### src/rtl/scfla_pkg.sv
// ============================================================================
// scfla_pkg
// Shared types and constants of the size-class free-list allocator.
// ============================================================================
`default_nettype none

package scfla_pkg;

    // number of base address registers on the configuration port
    localparam int REG_COUNT = 5;
    localparam int CFG_IDX_W = 3;

    localparam logic [31:0] BASE_RESET [REG_COUNT] = '{
        32'd0, 32'd65536, 32'd196608, 32'd458752, 32'd983040
    };

    // action codes
    localparam logic ACT_ALLOC   = 1'b0;
    localparam logic ACT_RELEASE = 1'b1;

    typedef enum logic [2:0] {
        ST_ALLOCATED = 3'd0,
        ST_EXHAUSTED = 3'd1,
        ST_TOO_LARGE = 3'd2,
        ST_RELEASED  = 3'd3,
        ST_FOREIGN   = 3'd4,
        ST_NULL      = 3'd5
    } status_t;

    typedef struct packed {
        logic        action;
        logic [31:0] request_size;
        logic [31:0] release_address;
    } req_item_t;

    typedef struct packed {
        status_t     status;
        logic [31:0] slot_address;
        logic [2:0]  size_class;
    } rsp_item_t;

    // controller to datapath
    typedef struct packed {
        logic clear_en;
        logic start;
        logic finish;
    } ctrl_cmd_t;

    // datapath to controller
    typedef struct packed {
        logic clear_last;
        logic needs_read;
    } dp_status_t;

endpackage

`default_nettype wire

### src/rtl/scfla_ctrl.sv
// ============================================================================
// scfla_ctrl
// Allocator controller: init sweep, request acceptance, link read wait and
// result valid.
// ============================================================================
`default_nettype none

module scfla_ctrl
    import scfla_pkg::*;
(
    input  wire logic       clk,
    input  wire logic       rst_n,
    input  wire logic       req_valid,
    output logic            req_stall,
    output logic            rsp_valid,
    input  wire logic       rsp_stall,
    input  wire dp_status_t sts,
    output ctrl_cmd_t       cmd
);

    typedef enum logic [1:0] {
        S_CLEAR,
        S_IDLE,
        S_READ
    } state_t;

    state_t state_reg;
    state_t state_next;
    logic   out_valid_reg;
    logic   out_valid_next;
    logic   accept;

    // result register is free when empty or handed off this cycle
    assign req_stall = !((state_reg == S_IDLE) && !(out_valid_reg && rsp_stall));
    assign accept    = req_valid && !req_stall;

    assign cmd.clear_en = (state_reg == S_CLEAR);
    assign cmd.start    = accept;
    assign cmd.finish   = (state_reg == S_READ);

    always_comb
    begin
        state_next     = state_reg;
        out_valid_next = out_valid_reg && rsp_stall;
        unique case (state_reg)
            S_CLEAR:
            begin
                if (sts.clear_last)
                begin
                    state_next = S_IDLE;
                end
            end
            S_IDLE:
            begin
                if (accept && sts.needs_read)
                begin
                    state_next = S_READ;
                end
                else if (accept)
                begin
                    out_valid_next = 1'b1;
                end
            end
            S_READ:
            begin
                state_next     = S_IDLE;
                out_valid_next = 1'b1;
            end
            default:
            begin
                state_next = S_CLEAR;
            end
        endcase
    end

    always_ff @(posedge clk or negedge rst_n)
    begin
        if (!rst_n)
        begin
            state_reg     <= S_CLEAR;
            out_valid_reg <= 1'b0;
        end
        else
        begin
            state_reg     <= state_next;
            out_valid_reg <= out_valid_next;
        end
    end

    assign rsp_valid = out_valid_reg;

    // no request taken during the init sweep
    a_no_accept_in_clear: assert property (@(posedge clk) disable iff (!rst_n)
        (state_reg == S_CLEAR) |-> !accept)
        else $error("request accepted during link init");

    // a pop always completes in the following cycle
    a_read_then_finish: assert property (@(posedge clk) disable iff (!rst_n)
        (accept && sts.needs_read) |=> cmd.finish)
        else $error("link read not followed by head update");

    // result register must be free while the pop completes
    a_finish_out_free: assert property (@(posedge clk) disable iff (!rst_n)
        cmd.finish |-> !out_valid_reg)
        else $error("result register busy during pop");

    // a beat is presented the cycle after a pop completes
    a_finish_valid: assert property (@(posedge clk) disable iff (!rst_n)
        cmd.finish |=> rsp_valid)
        else $error("pop result not presented");

endmodule

`default_nettype wire

### config.mk
export PLATFORM = sky130hd
export DESIGN_NAME = scfla_ctrl
export DESIGN_NICKNAME = d
export VERILOG_FILES = /design/src/rtl/scfla_pkg.sv /design/src/rtl/scfla_ctrl.sv
export SDC_FILE = /design/constraint.sdc
export NUM_CORES = 1
export LEC_CHECK = 0
export ABC_AREA = 1
export BUFFER_PORTS_ARGS = -buffer_cell sky130_fd_sc_hd__buf_2
export CAP_MARGIN = 20
export CORE_AREA = 2 2 39 41
export DETAILED_ROUTE_END_ITERATION = 10
export DIE_AREA = 0 0 41 43
export PLACE_DENSITY = 0.46
export SKIP_CTS_REPAIR_TIMING = 1
export SYNTH_ARGS = -nofsm -noshare
export SYNTH_HDL_FRONTEND = slang
export SYNTH_SLANG_ARGS = --single-unit
### constraint.sdc
create_clock -name clk -period 3.16 [get_ports clk]
set_input_delay 0 -clock clk [delete_from_list [all_inputs] [get_ports clk]]
set_output_delay 0 -clock clk [all_outputs]
set_load 0.005 [all_outputs]
## Word level (Yosys, flattened, before mapping)

Index checks and enable logic that the tools add are counted.

- Bits in registers: 3
- Bits of input ports: 6
- Word-level logic and storage cells: 20

- Equal/unequal tests: 4
- Mux-type cells: 6
- Reductions and logical operators: 8

Operators by type and width:

| kind | number |
|---|---|
| 2-bit case mux with 3 select lines | 1 |
| 1-bit logical AND | 4 |
| 2-bit 2-to-1 mux | 2 |
| 2-bit by 1-bit == test with 1-bit output, second input constant | 1 |
| 2-bit == test, second input constant | 1 |
| 1-bit logical NOT | 2 |
| 2-bit logical NOT | 1 |
| 1-bit 2-to-1 mux | 2 |
| 2-bit by 1-bit != test with 1-bit output, second input constant | 1 |
| 2-bit != test, second input constant | 1 |
| 1-bit case mux with 2 select lines | 1 |
| 2-bit AND reduction | 1 |

## Depth between registers and ports, before layout

- Word-level depth: 7
- Gate-level depth with buffers: 8
- Depth with buffers taken out: 8

## Worst setup path after synthesis

Ideal clock, no wire load.

- Kind: register to register
- Start: register state_reg[0]
- End: register state_reg[1]
- Arrival: 1056 ps
- Data required time: 3043 ps
- Path slack: 1987 ps
- Stages on the path, launching flop included: 7
- Buffers on the path: 0
- Clock period less this slack: 1173 ps
- Cell sequence: dfrtp_1 -> inv_1 -> ha_1 -> inv_1 -> or2_4 -> nand3_1 -> nand2_1

RTL lines:

| item | RTL line | RTL |
|---|---|---|
| start: declaration | scfla_ctrl.sv:27 | `state_t state_reg;` |
| start signal: assignment | scfla_ctrl.sv:85 | `state_reg <= state_next;` |

## Worst setup path after layout

- Start: register state_reg[1]
- End: register state_reg[1]

- Longest elaborated chain between the ends: 6

RTL lines:

| item | RTL line | RTL |
|---|---|---|
| 2-bit by 1-bit == test with 1-bit output | scfla_ctrl.sv:34, scfla_ctrl.sv:45 |  |
| 1-bit logical AND | scfla_ctrl.sv:34 | `assign req_stall = !((state_reg == S_IDLE) && !(out_valid_reg && rsp_stall));` |
| 1-bit logical AND | scfla_ctrl.sv:35 | `assign accept = req_valid && !req_stall;` |
| 1-bit logical AND | scfla_ctrl.sv:55 | `if (accept && sts.needs_read)` |
| 2-bit by 1-bit != test with 1-bit output (no line) | n/a |  |
| 2-bit AND reduction (no line) | n/a |  |

Several ways; a longest one is shown, not always the timed one.
A chain may end at the register's enable or synchronous reset.

==> out/metrics.yaml <==
placement:
  gp_congestion: 0.648
  io_buffers: 10
  place_ws_ns: 1.88
  placed_area_um2: 327
  dp_hpwl_um: 411
  placed_cells: 61
worst_setup_path:
  cp_slowest_cell: "dfrtp_1"
  critical-path-top-delay-family: "flip-flops"
  crit_required_ns: 3.29
  crit_path_end_kind: "flip-flop"
  path_buf_inv: 1
  r2r_end: "state_reg[1]$_DFFE_PN0P_"
  cp_slowest_stage_delay_ns: 0.41
  r2r_cells: 7
  reg2reg_slack_ns: 1.90
  r2r_start: "state_reg[1]$_DFFE_PN0P_"
  crit_chain: "inv_1, ha_1, nand4_1, nand2_1, nand2_2, nand2_1, nand2_1"
  crit_fanout: 4
  cpMostUsedCell: "nand2_1"
  crit_arrival_ns: 1.39
  critPathLaunchType: "flip-flop"
  crit_type: "reg2reg"
floorplanning:
  die_w_um: 41
  io_pins: 11
  die_area_mm2: 0.00176
  start_util_pct: 19.1
  core_mm2: 0.00138
  die-height_um: 43
  row_count: 14
cells_and_area:
  final_util_pct: 26.2
  final_cells: 66
  seq_area_um2: 75.1
  multi_input_area_um2: 155
  final_layout_size_suffix_gt1_share_pct: 32.0
  diodes: 0
  n_fill_cell: 165
  num-nets-final: 62
  area_growth_pct: 37.4
  fin_area_um2: 363
  largest_reg_flops: 2
sta:
  worst_slew_pin_slew_ns: 0.180
  setup_viol: 0
  slew_headroom_pct: 88.0
  timing.fmax_ghz: 0.791
  rsz0062_at_grt: "no"
  fin_tns_setup_ns: 0
  period_share_pct: 40.0
  fin_ws_ns: 1.90
  slew_violations: 0
  whs_ns: 0.0874
  finalHoldViolCount: 0
  fin_crit_ns: 1.26
  fin_skew_ns: 0.000775
synthesis:
  synth_flop_cell: "dfrtp_1"
  ys_async_sr_fraction_pct: 100
  avgSynthCellArea_um2: 7.33
  synth_top_cell_area_share_pct: 28.4
  ys_top_cells_by_area: "dfrtp_1 28%, ha_1 24%, nand2_1 16%"
  syn_nets: 47
  yosys.area.top_type: "dfrtp_1"
  synthCells: 36
  synthesis.area_um2: 264
  ys_ff_latch: 3
  netlist_top_cells_count: "11 x nand2_1, 7 x inv_1, 5 x ha_1"
  synth-edff-count: 0
  ys_types: 11
  seq_area_frac_synth_pct: 28.4
  yosysMostFrequentCell: "nand2_1"
  ys_warn_count: 0
clocking:
  h-tree-depth: 1
  worstSkewPairLatency_ns: 0.24
  root_buffer: "clkbuf_4"
  cts_buffer_depth: 2
  cts_buffers: 3
  cts_tree: "done"
  cts.sinks: 3
  clk_pin_slew_worst_paths_ns: 0.04
global_routing:
  grt-ovfl-total: 0
  grt_pass1_wl_um: 786
  grt_pass1_vias: 215
  antenna_found_initial: 0
  grt_max_degree: 6
  grt_use_total_pct: 6.83
power_and_ir_drop:
  peakVddDrop_uv: 183
  power_uw: 319
  leakage_nw: 0.229
  powerDensity_mw_per_mm2: 879
route:
  wl_um: 515
  first_pass_iters: 4
  ant_nets: 0
  vias_per_cell: 3.79
  route.detailed.drc: 0
  drtIter0Drc: 5
  dr_total_vias: 250
  wl_per_cell_um: 7.80
run_status:
  outcome: "completed"
run:
  cap_violations: 0
min_path:
  worstHoldPathType: "in2async"
-- cell families after synthesis --
kind of cell | share of synthesized area, %
buffers and inverters | 12.8
flip-flops | 28.4
adder cells (fa/ha/maj) | 23.7
AND/OR/NAND/NOR | 33.2
AO/OA/AOI/OAI | 1.89
-- final cells by class --
cell class | count | area share [%]
Sequential cell | 3 | 20.7
Clock buffer | 4 | 7.24
Tap cell | 16 | 5.52
Multi-Input combinational cell | 25 | 42.8
Timing Repair Buffer | 11 | 16.6
Inverter | 7 | 7.24
-- routing by layer --
layer	GRT usage (%)	vias up	share of wire (%)
met5	0	-	0
met4	2.00	0	0
met3	4.71	0	8.2
met2	10.6	8	47
met1	7.10	107	45
li1	-	135	-
-- placed cells by master, fill, tap and decap left out, types with 2 or more instances in the layout --
cell	n
clkbuf_4	3
ha_1	5
dfrtp_1	3
nand3_1	3
buf_2	10
nand2_1	11
inv_1	7
nand2_2	2
-- where the power goes --
group / internal (mW) / leakage [nW] / switching [mW] / total, mW
sequential: 0.0547 / 0.0385 / 0.0180 / 0.0727
combinational: 0.0797 / 0.175 / 0.0979 / 0.178
clock: 0.0474 / 0.0150 / 0.0212 / 0.0686
-- how the worst max path moves through the flow --
stage / from / end / depth (start not counted)
5_1_grt: state_reg[1]$_DFFE_PN0P_ / rsp_valid$_DFF_PN0_ / 7
6_report: state_reg[1]$_DFFE_PN0P_ / state_reg[1]$_DFFE_PN0P_ / 7
2_1_floorplan: state_reg[0]$_DFFE_PN0P_ / state_reg[1]$_DFFE_PN0P_ / 6
3_5_place_dp: state_reg[1]$_DFFE_PN0P_ / state_reg[1]$_DFFE_PN0P_ / 7
4_1_cts: state_reg[1]$_DFFE_PN0P_ / state_reg[1]$_DFFE_PN0P_ / 7
3_3_place_gp: state_reg[1]$_DFFE_PN0P_ / state_reg[1]$_DFFE_PN0P_ / 7
(Power assumes the default switching activity.)
